<file path="src/rtl/reply_container_deframer_macros.svh">
// ----------------------------------------------------------------------------
// reply container deframer assertion macros
// concurrent assertion helpers, empty when SYNTHESIS is defined
// ----------------------------------------------------------------------------
`ifndef REPLY_CONTAINER_DEFRAMER_MACROS_SVH
`define REPLY_CONTAINER_DEFRAMER_MACROS_SVH

`ifndef SYNTHESIS
// condition holds at every clock edge out of reset
`define RCD_ASSERT(label, cond) \
    label: assert property (@(posedge aclk) disable iff (!aresetn) (cond)) \
        else $error("assertion failed");
// antecedent implies consequent in the next cycle
`define RCD_ASSERT_NEXT(label, ante, cons) \
    label: assert property (@(posedge aclk) disable iff (!aresetn) (ante) |=> (cons)) \
        else $error("assertion failed");
`else
`define RCD_ASSERT(label, cond)
`define RCD_ASSERT_NEXT(label, ante, cons)
`endif

`endif

</file>
<file path="src/rtl/rcd_pkg.sv">
// ----------------------------------------------------------------------------
// rcd_pkg
// shared types and constants of the reply container deframer
// ----------------------------------------------------------------------------
package rcd_pkg;

    localparam int IMAGE_HEADER_BYTES = 13;

    localparam int POS_W = 17;
    localparam int LEN_W = POS_W + 1;
    localparam logic [POS_W-1:0] POS_MAX = {POS_W{1'b1}};

    // header byte offsets
    localparam logic [POS_W-1:0] POS_TYPE      = 17'd0;
    localparam logic [POS_W-1:0] POS_LEN_LO    = 17'd1;
    localparam logic [POS_W-1:0] POS_LEN_HI    = 17'd2;
    localparam logic [POS_W-1:0] POS_HDR_CHECK = 17'd3;
    localparam logic [POS_W-1:0] POS_COMMAND   = 17'd4;
    localparam logic [POS_W-1:0] POS_ILEN_LO   = 17'd5;
    localparam logic [POS_W-1:0] POS_ILEN_HI   = 17'd6;
    localparam logic [POS_W-1:0] POS_CMD_BODY  = 17'd7;

    // container modes
    localparam logic [1:0] MODE_COMMAND = 2'd0;
    localparam logic [1:0] MODE_TLS     = 2'd1;
    localparam logic [1:0] MODE_IMAGE   = 2'd2;

    // container type bytes
    localparam logic [7:0] TYPE_COMMAND = 8'hA0;
    localparam logic [7:0] TYPE_TLS     = 8'hB0;
    localparam logic [7:0] TYPE_IMAGE   = 8'hB2;
    localparam logic [7:0] INNER_SUM_OK = 8'hAA;

    // configuration register indexes
    localparam logic CFG_MODE         = 1'b0;
    localparam logic CFG_EXPECTED_CMD = 1'b1;

    // verdict codes
    localparam logic [3:0] VERDICT_OK        = 4'd0;
    localparam logic [3:0] VERDICT_TOO_SHORT = 4'd1;
    localparam logic [3:0] VERDICT_BAD_LEN   = 4'd2;
    localparam logic [3:0] VERDICT_WRONG_TYPE = 4'd3;
    localparam logic [3:0] VERDICT_HDR_SUM   = 4'd4;
    localparam logic [3:0] VERDICT_INNER_LEN = 4'd5;
    localparam logic [3:0] VERDICT_WRONG_CMD = 4'd6;
    localparam logic [3:0] VERDICT_INNER_SUM = 4'd7;
    localparam logic [3:0] VERDICT_NO_IMAGE_HDR = 4'd8;

    // header fields as they stand after the current byte
    typedef struct packed {
        logic [7:0]  type_seen;
        logic [7:0]  header_sum;
        logic [7:0]  header_check;
        logic [15:0] declared_length;
        logic [7:0]  command_seen;
        logic [15:0] inner_length;
        logic [7:0]  inner_sum;
    } hdr_t;

endpackage

</file>
<file path="src/rtl/rcd_tracker.sv">
// ----------------------------------------------------------------------------
// rcd_tracker
// byte position and captured header fields of the container in flight
// ----------------------------------------------------------------------------
`include "reply_container_deframer_macros.svh"

module rcd_tracker (
    input  logic                        aclk,
    input  logic                        aresetn,
    input  logic                        step,
    input  logic [7:0]                  rx_byte,
    input  logic                        last,
    output logic [rcd_pkg::POS_W-1:0]   position,
    output rcd_pkg::hdr_t               hdr
);
    import rcd_pkg::*;

    logic [POS_W-1:0] position_reg;
    logic [POS_W-1:0] position_next;
    hdr_t             hdr_reg;
    hdr_t             hdr_next;

    always_comb begin
        hdr_next = hdr_reg;
        case (position_reg)
            POS_TYPE:      hdr_next.type_seen = rx_byte;
            POS_LEN_LO:    hdr_next.declared_length[7:0] = rx_byte;
            POS_LEN_HI:    hdr_next.declared_length[15:8] = rx_byte;
            POS_HDR_CHECK: hdr_next.header_check = rx_byte;
            POS_COMMAND:   hdr_next.command_seen = rx_byte;
            POS_ILEN_LO:   hdr_next.inner_length[7:0] = rx_byte;
            POS_ILEN_HI:   hdr_next.inner_length[15:8] = rx_byte;
            default: ;
        endcase
        if (position_reg < POS_HDR_CHECK) begin
            hdr_next.header_sum = hdr_reg.header_sum + rx_byte;
        end
        if (position_reg >= POS_COMMAND) begin
            hdr_next.inner_sum = hdr_reg.inner_sum + rx_byte;
        end
    end

    always_comb begin
        if (position_reg == POS_MAX) begin
            position_next = position_reg;
        end else begin
            position_next = position_reg + 1'b1;
        end
    end

    always_ff @(posedge aclk) begin
        if (!aresetn) begin
            position_reg <= '0;
            hdr_reg      <= '0;
        end else if (step) begin
            if (last) begin
                position_reg <= '0;
                hdr_reg      <= '0;
            end else begin
                position_reg <= position_next;
                hdr_reg      <= hdr_next;
            end
        end
    end

    assign position = position_reg;
    assign hdr      = hdr_next;

    // end of a container starts the next one from offset zero
    `RCD_ASSERT_NEXT(a_clear_on_last, step && last, position_reg == '0 && hdr_reg == '0)
    // inside a container the position only moves forward or stays saturated
    `RCD_ASSERT_NEXT(a_pos_forward, step && !last, position_reg >= $past(position_reg))

endmodule

</file>
<file path="src/rtl/rcd_judge.sv">
// ----------------------------------------------------------------------------
// rcd_judge
// payload region flag and final verdict for the current byte
// ----------------------------------------------------------------------------
module rcd_judge (
    input  logic [1:0]                  mode,
    input  logic [7:0]                  want_cmd,
    input  logic [rcd_pkg::POS_W-1:0]   position,
    input  rcd_pkg::hdr_t               hdr,
    input  logic                        last,
    output logic                        payload_valid,
    output logic [3:0]                  verdict
);
    import rcd_pkg::*;

    logic [LEN_W-1:0] total_len;
    logic [LEN_W-1:0] decl_total;
    logic [LEN_W-1:0] inner_total;
    logic [POS_W-1:0] decl_end;
    logic [POS_W-1:0] inner_end;
    logic [7:0]       want_type;
    logic [3:0]       outer;
    logic [3:0]       full;

    assign total_len   = {1'b0, position} + 1'b1;
    assign decl_total  = {2'b00, hdr.declared_length} + LEN_W'(4);
    assign inner_total = {2'b00, hdr.inner_length} + LEN_W'(7);
    assign decl_end    = {1'b0, hdr.declared_length} + POS_W'(4);
    assign inner_end   = {1'b0, hdr.inner_length} + POS_W'(6);

    always_comb begin
        case (mode)
            MODE_COMMAND: want_type = TYPE_COMMAND;
            MODE_TLS:     want_type = TYPE_TLS;
            default:      want_type = TYPE_IMAGE;
        endcase
    end

    // checks common to the command, TLS and image modes, in order
    always_comb begin
        if (total_len < LEN_W'(4)) begin
            outer = VERDICT_BAD_LEN;
        end else if (hdr.type_seen != want_type) begin
            outer = VERDICT_WRONG_TYPE;
        end else if (hdr.header_sum != hdr.header_check) begin
            outer = VERDICT_HDR_SUM;
        end else if (decl_total != total_len) begin
            outer = VERDICT_BAD_LEN;
        end else begin
            outer = VERDICT_OK;
        end
    end

    always_comb begin
        case (mode)
            MODE_COMMAND: begin
                if (total_len < LEN_W'(8)) begin
                    full = VERDICT_TOO_SHORT;
                end else if (outer != VERDICT_OK) begin
                    full = outer;
                end else if (hdr.inner_length == '0 || inner_total != total_len) begin
                    full = VERDICT_INNER_LEN;
                end else if (hdr.command_seen != want_cmd) begin
                    full = VERDICT_WRONG_CMD;
                end else if (hdr.inner_sum != INNER_SUM_OK) begin
                    full = VERDICT_INNER_SUM;
                end else begin
                    full = VERDICT_OK;
                end
            end
            MODE_TLS: full = outer;
            MODE_IMAGE: begin
                if (outer != VERDICT_OK) begin
                    full = outer;
                end else if (total_len <= LEN_W'(IMAGE_HEADER_BYTES)) begin
                    full = VERDICT_NO_IMAGE_HDR;
                end else begin
                    full = VERDICT_OK;
                end
            end
            default: begin
                full = (total_len < LEN_W'(4)) ? VERDICT_BAD_LEN : VERDICT_WRONG_TYPE;
            end
        endcase
    end

    always_comb begin
        case (mode)
            MODE_COMMAND: payload_valid = position >= POS_CMD_BODY && position < inner_end;
            MODE_TLS:     payload_valid = position >= POS_COMMAND && position < decl_end;
            MODE_IMAGE:   payload_valid = position >= POS_W'(IMAGE_HEADER_BYTES)
                                          && position < decl_end;
            default:      payload_valid = 1'b0;
        endcase
    end

    assign verdict = last ? full : VERDICT_OK;

endmodule

</file>
<file path="src/rtl/reply_container_deframer.sv">
// ----------------------------------------------------------------------------
// reply_container_deframer
// byte-wise checker for received reply containers
// ----------------------------------------------------------------------------
// One byte enters per item on the s_ channel, with s_tlast on the last byte of
// a container. Every byte comes back out on the m_ channel unchanged, with
// m_tuser set while it lies in the payload region of the selected mode; the
// flag is given as the byte passes, before the container is known good. On the
// last byte m_tlast is high and m_tdata[11:8] carries the verdict (0 ok,
// 1 too short, 2 bad length, 3 wrong type, 4 header sum, 5 inner length,
// 6 wrong command, 7 inner sum, 8 no image header); on other bytes it is zero.
// The block takes one item every cycle: an input register and a result
// register frame a single pass of header capture and checks, and an accepted
// item moves from the input register to the result register, where it is
// presented on m_; the rate is set only by m_tready. Byte positions saturate
// at 131071, so overlong containers fail the length check. Write
// container_mode (index 0) and the command byte to match (index 1) only while
// no container is in flight.
// ----------------------------------------------------------------------------
`include "reply_container_deframer_macros.svh"

module reply_container_deframer (
    input  logic        aclk,
    input  logic        aresetn,
    // input channel
    input  logic        s_tvalid,
    output logic        s_tready,
    input  logic [7:0]  s_tdata,    // [7:0] rx_byte
    input  logic        s_tlast,    // final_byte
    // result channel
    output logic        m_tvalid,
    input  logic        m_tready,
    output logic [15:0] m_tdata,    // [7:0] payload_byte, [11:8] verdict, rest zero
    output logic        m_tuser,    // payload_valid
    output logic        m_tlast,    // verdict_ready
    // configuration
    input  logic        cfg_we,
    input  logic        cfg_index,
    input  logic [7:0]  cfg_wdata
);
    import rcd_pkg::*;

    // configuration registers
    logic [1:0] mode_reg;
    logic [7:0] expected_cmd_reg;

    // input register
    logic       in_valid_reg;
    logic [7:0] in_byte_reg;
    logic       in_last_reg;

    // result register
    logic       out_valid_reg;
    logic [7:0] out_byte_reg;
    logic       out_pv_reg;
    logic       out_last_reg;
    logic [3:0] out_verdict_reg;

    logic             advance;
    logic             step;
    logic [POS_W-1:0] position;
    hdr_t             hdr;
    logic             pv_next;
    logic [3:0]       verdict_next;

    // result register frees when empty or taken this cycle
    assign advance  = !out_valid_reg || m_tready;
    // input register moves into the result register
    assign step     = in_valid_reg && advance;
    assign s_tready = !in_valid_reg || advance;

    always_ff @(posedge aclk) begin
        if (!aresetn) begin
            mode_reg         <= MODE_COMMAND;
            expected_cmd_reg <= '0;
        end else if (cfg_we) begin
            case (cfg_index)
                CFG_MODE:         mode_reg <= cfg_wdata[1:0];
                CFG_EXPECTED_CMD: expected_cmd_reg <= cfg_wdata;
                default: ;
            endcase
        end
    end

    // input register
    always_ff @(posedge aclk) begin
        if (!aresetn) begin
            in_valid_reg <= 1'b0;
        end else if (s_tready) begin
            in_valid_reg <= s_tvalid;
        end
    end

    always_ff @(posedge aclk) begin
        if (s_tvalid && s_tready) begin
            in_byte_reg <= s_tdata;
            in_last_reg <= s_tlast;
        end
    end

    // header capture and running sums
    rcd_tracker u_tracker (
        .aclk     (aclk),
        .aresetn  (aresetn),
        .step     (step),
        .rx_byte  (in_byte_reg),
        .last     (in_last_reg),
        .position (position),
        .hdr      (hdr)
    );

    // payload region and verdict
    rcd_judge u_judge (
        .mode          (mode_reg),
        .want_cmd      (expected_cmd_reg),
        .position      (position),
        .hdr           (hdr),
        .last          (in_last_reg),
        .payload_valid (pv_next),
        .verdict       (verdict_next)
    );

    // result register
    always_ff @(posedge aclk) begin
        if (!aresetn) begin
            out_valid_reg <= 1'b0;
        end else if (advance) begin
            out_valid_reg <= in_valid_reg;
        end
    end

    always_ff @(posedge aclk) begin
        if (step) begin
            out_byte_reg    <= in_byte_reg;
            out_pv_reg      <= pv_next;
            out_last_reg    <= in_last_reg;
            out_verdict_reg <= verdict_next;
        end
    end

    assign m_tvalid = out_valid_reg;
    assign m_tdata  = {4'b0000, out_verdict_reg, out_byte_reg};
    assign m_tuser  = out_pv_reg;
    assign m_tlast  = out_last_reg;

    // a waiting input item is never dropped while the result side stalls
    `RCD_ASSERT_NEXT(a_in_hold, in_valid_reg && !advance, in_valid_reg)
    // a verdict is only reported on the last byte of a container
    `RCD_ASSERT(a_verdict_on_last, !out_valid_reg || out_last_reg || out_verdict_reg == VERDICT_OK)

endmodule
</file>
<file path="config.mk">
export PLATFORM = sky130hd
export DESIGN_NAME = reply_container_deframer
export DESIGN_NICKNAME = d
export VERILOG_FILES = /design/src/rtl/rcd_pkg.sv /design/src/rtl/rcd_tracker.sv /design/src/rtl/rcd_judge.sv /design/src/rtl/reply_container_deframer.sv
export VERILOG_INCLUDE_DIRS = /design/src /design/src/rtl
export SDC_FILE = /design/constraint.sdc
export NUM_CORES = 1
export LEC_CHECK = 0
export BUFFER_PORTS_ARGS = -buffer_cell sky130_fd_sc_hd__buf_2
export CAP_MARGIN = 20
export CORE_UTILIZATION = 50
export DETAILED_ROUTE_END_ITERATION = 10
export GPL_TIMING_DRIVEN = 0
export HOLD_SLACK_MARGIN = 0.12
export PLACE_DENSITY_LB_ADDON = 0.05
export SLEW_MARGIN = 20
export SYNTH_ARGS = -nofsm -noshare
export SYNTH_HDL_FRONTEND = slang
export SYNTH_HIERARCHICAL = 1
export SYNTH_SLANG_ARGS = --single-unit
</file>
<file path="constraint.sdc">
create_clock -name aclk -period 5.2 [get_ports aclk]
set_clock_uncertainty 0.05 [all_clocks]
set_input_delay 0.78 -clock aclk [delete_from_list [all_inputs] [get_ports aclk]]
set_output_delay 0.78 -clock aclk [all_outputs]
set_load 0.005 [all_outputs]
</file>
==> impl_results.md <==
* Register Area at 0.002718 mm2
* Slew Limit Fails at 0
* Max clock buf depth at 2
* DP Wirelength at between 20,000 and 25,000 um
* Routed Antenna Nets at 0
* Sw Pwr at about 0.00065 W
* Tightest Hold Check Type: flip-flop to flip-flop
* DR pass1 iterations at 5
* First-pass GRT wire length at between 40,000 and 50,000 um
* Register bit total from synthesis at ~120
* Max_cap viols at 0
* Synth warn at 6
* Synth Area in Compound Gates at 0.1805
* Wirelength per Cell at about 19 um
* Area of the multi-input gates at between 0.006 and 0.007 mm2
* Synth cell count leaders: 148 x nand2_1, 101 x dfxtp_1, 97 x o21ai_0
* Final wirelength at between 20,000 and 30,000 um
* CTS tree: yes
* Via density at just under 6
* Arrival @ worst endpoint at just over 5 ns
* Final non-filler cell total at ~1,500
* Final Instance Area at between 0.01 and 0.015 mm2
* Crit Path Class: flip-flop to flip-flop
* Area leader, netlist: dfxtp_1
* Cells after synthesis at roughly 1,200
* Crit path required time at approximately 5.4 ns
* Layout cells sized above 1 at 0.1542
* Top cells by area, synth: dfxtp_1 21%, ha_1 8.4%, xnor2_1 7.1%
* FILL cells at 1,747
* RSZ-0062 raised after global routing: no
* Synth Area in XOR/XNOR at 0.1103
* Peak VDD IR at between 0.00015 and 0.0002 V
* Async SR Flop Fraction at 0
* CTS buffer count at 17
* Cell Rows at 50
* Hold_buf cts at 0
* Min Hold Slack at 0.4225 ns
* Max FFs per register at about 70
* Period minus WS final at 4.980 ns
* Vias at just under 9,000
* Grt ovf at 0
* Final Hold Fails at 0
* Post-Place Cell Area at 0.01021 mm2
* Drt drc at 0
* Root Driver: clkbuf_16
* Final GP Congestion at around 0.9
* Pwr Density at ~220 mW/mm2
* Largest net degree at the start of global routing at 21
* Power share of the sequential group at 0.427
* Sink Count at about 120
* Post-Place Cells at roughly 1,500
* Initial core utilization at 0.5140
* Die width at between 100 and 150 um
* Post-Syn Area per Cell at approximately 8.4 um2
* Port-buffer cells at 37
* Core Region at 0.01883 mm2
* Peak Freq at ~200 MHz
* Final setup viols at 0
* Clk_lat worst skew at roughly 0.42 ns
* Post-synth top area share at 0.2089
* Total global-route track usage at 0.2938
* Status: complete, no violations
* Clock power share at 0.481
* Most instantiated library cell after synthesis: nand2_1
* Final Cycle Share at 0.9577
* Post-synth top flop: dfxtp_1
* Post-synthesis simple-gate area fraction at 0.2184
* # nets final at 1,303
* Net Sw Frac at 0.2725
* Measured slew at the worst slew-check pin at around 0.94 ns
* Leakage at 4.044 nW
* Worst setup SP type: flip-flop
* IO Count at 43
* Share of the yosys chip area belonging to registers at 0.2803
* Number of synthesized flops with an enable pin at 23
* Largest family of logic cells by synthesized area: simple AND/OR/NAND/NOR gates
* Gate power share at 0.092
* Synth Area in Adders at 0.08817
* Slew Limit Headroom at 0.3700
* Worst setup EP type: flip-flop
* H-tree levels at 4
* Setup TNS after final layout at 0 ns
* Yosys cell types at between 70 and 80
* Internal at about 0.0017 W
* Worst Path Max Fanout at 10
* Post-layout util at 0.5758
* Total die area at around 0.02 mm2
* Vias in the first global route at just over 8,000
* Syn Std Cell Area at 0.009678 mm2
* Post-synthesis mux area share at 0.07447
* Die span in y at roughly 140 um
* Layout area overhead at 12.04%
* Initial antenna violation count at 0
* First-iteration detailed-routing DRC count at 649
* Reg clk slew, reported paths at 0.06 ns
-- path summary, 6_finish.rpt --
kind	from	to	slack, ns	cells past startpoint
min reg2reg	expected_cmd_reg[0]	expected_cmd_reg[0]	0.42	2
max reg2reg	u_tracker/position[3]	out_verdict_reg[0]	0.22	16
min	expected_cmd_reg[0]	expected_cmd_reg[0]	0.42	2
max	u_tracker/position[3]	out_verdict_reg[0]	0.22	16
-- per-stage QoR --
| step | total power [W] | worst slack [ns] |
|---|---|---|
| after floorplan | 0.001178 | 0.6658 |
| after global placement | 0.001260 | -0.3895 |
| after detailed placement | 0.001261 | -0.4193 |
| after CTS | 0.002410 | 0.002775 |
| after global routing | 0.002474 | 0.01079 |
| final | 0.002399 | 0.2200 |
-- cell families after synthesis --
family	count (synthesis)
AOI/OAI and AO/OA	269
xor gates and xnor gates	121
adders and majority gates	67
buffers and inverters	100
DFF	124
muxes	65
other	1
and+or+nand+nor	404
-- critical path, cell delays in order (launching register included) --
cell and delay (ns):
dfxtp_1 0.44, or4_4 0.63, nor4_4 0.26, buf_4 0.18
buf_6 0.15, nand2_2 0.15, mux2_2 0.37, ha_1 0.25
and4_2 0.28, nand4_1 0.11, xor2_1 0.33, xor2_1 0.17
nor4_2 0.19, o2111ai_1 0.21, or3_4 0.43, a2111o_1 0.38
a21oi_1 0.21
-- final cells by class --
cell class / count / share of cell area
Clock inverter: 14 / 0.01258
Multi-Input combinational cell: 930 / 0.6050
Sequential cell: 124 / 0.2506
Inverter: 28 / 0.009693
Clock buffer: 18 / 0.03958
Antenna cell: 1 / 0.0002308
Timing Repair Buffer: 41 / 0.01985
Buffer: 71 / 0.03243
Tap cell: 260 / 0.03000
-- what timing repair did --
item                                    in CTS  in global routing
cloned                                       0                  0
resized for setup                            3                 10
pin swaps                                    2                  0
buffers inserted                             4                  0
endpoints found under the setup margin       4                  4
-- cells in the final DEF (no fill, tap or decap), drive strengths merged, types with 4 or more instances in the layout --
master | netlist | layout
a22oi | 7 | 7
clkinv | 0 | 6
clkbuf | 49 | 66
o21a | 11 | 11
and2 | 5 | 5
and4 | 5 | 5
or3 | 10 | 10
nor4 | 25 | 25
ha | 65 | 65
o31ai | 6 | 6
mux2i | 9 | 9
nand2 | 150 | 150
dfxtp | 101 | 101
a21boi | 65 | 65
a2111o | 4 | 4
nor2 | 55 | 55
o21ai | 98 | 98
o2111ai | 4 | 4
edfxtp | 23 | 23
inv | 28 | 32
xor2 | 41 | 41
buf | 23 | 64
a21oi | 39 | 39
nand3b | 4 | 4
mux2 | 56 | 56
nor2b | 19 | 19
a21o | 7 | 7
nor3 | 26 | 26
xnor2 | 80 | 80
nand2b | 5 | 5
nand3 | 40 | 40
nand4 | 31 | 31
nor4bb | 4 | 4
or4 | 6 | 6
conb | 1 | 4
and3 | 12 | 12
-- layer usage --
| layer | vias to the layer above | part of all wire | global-route usage |
|---|---|---|---|
| met5 | - | 0 | 0 |
| met4 | 0 | 0.018 | 0.08352 |
| met3 | 33 | 0.071 | 0.04688 |
| met2 | 284 | 0.45 | 0.4695 |
| met1 | 4096 | 0.46 | 0.4073 |
| li1 | 4261 | - | - |
-- power by group through the flow --
| stage | Sequential [W] | Combinational, W | Clock (W) |
|---|---|---|---|
| floorplan | 0.00103 | 0.000145 | 0 |
| finish | 0.00102 | 0.000221 | 0.00115 |
| global placement | 0.00105 | 0.000214 | 0 |
| CTS | 0.00102 | 0.000217 | 0.00117 |
| global route | 0.00103 | 0.000241 | 0.00121 |
| detailed placement | 0.00105 | 0.000216 | 0 |
(Power assumes the default switching activity.)
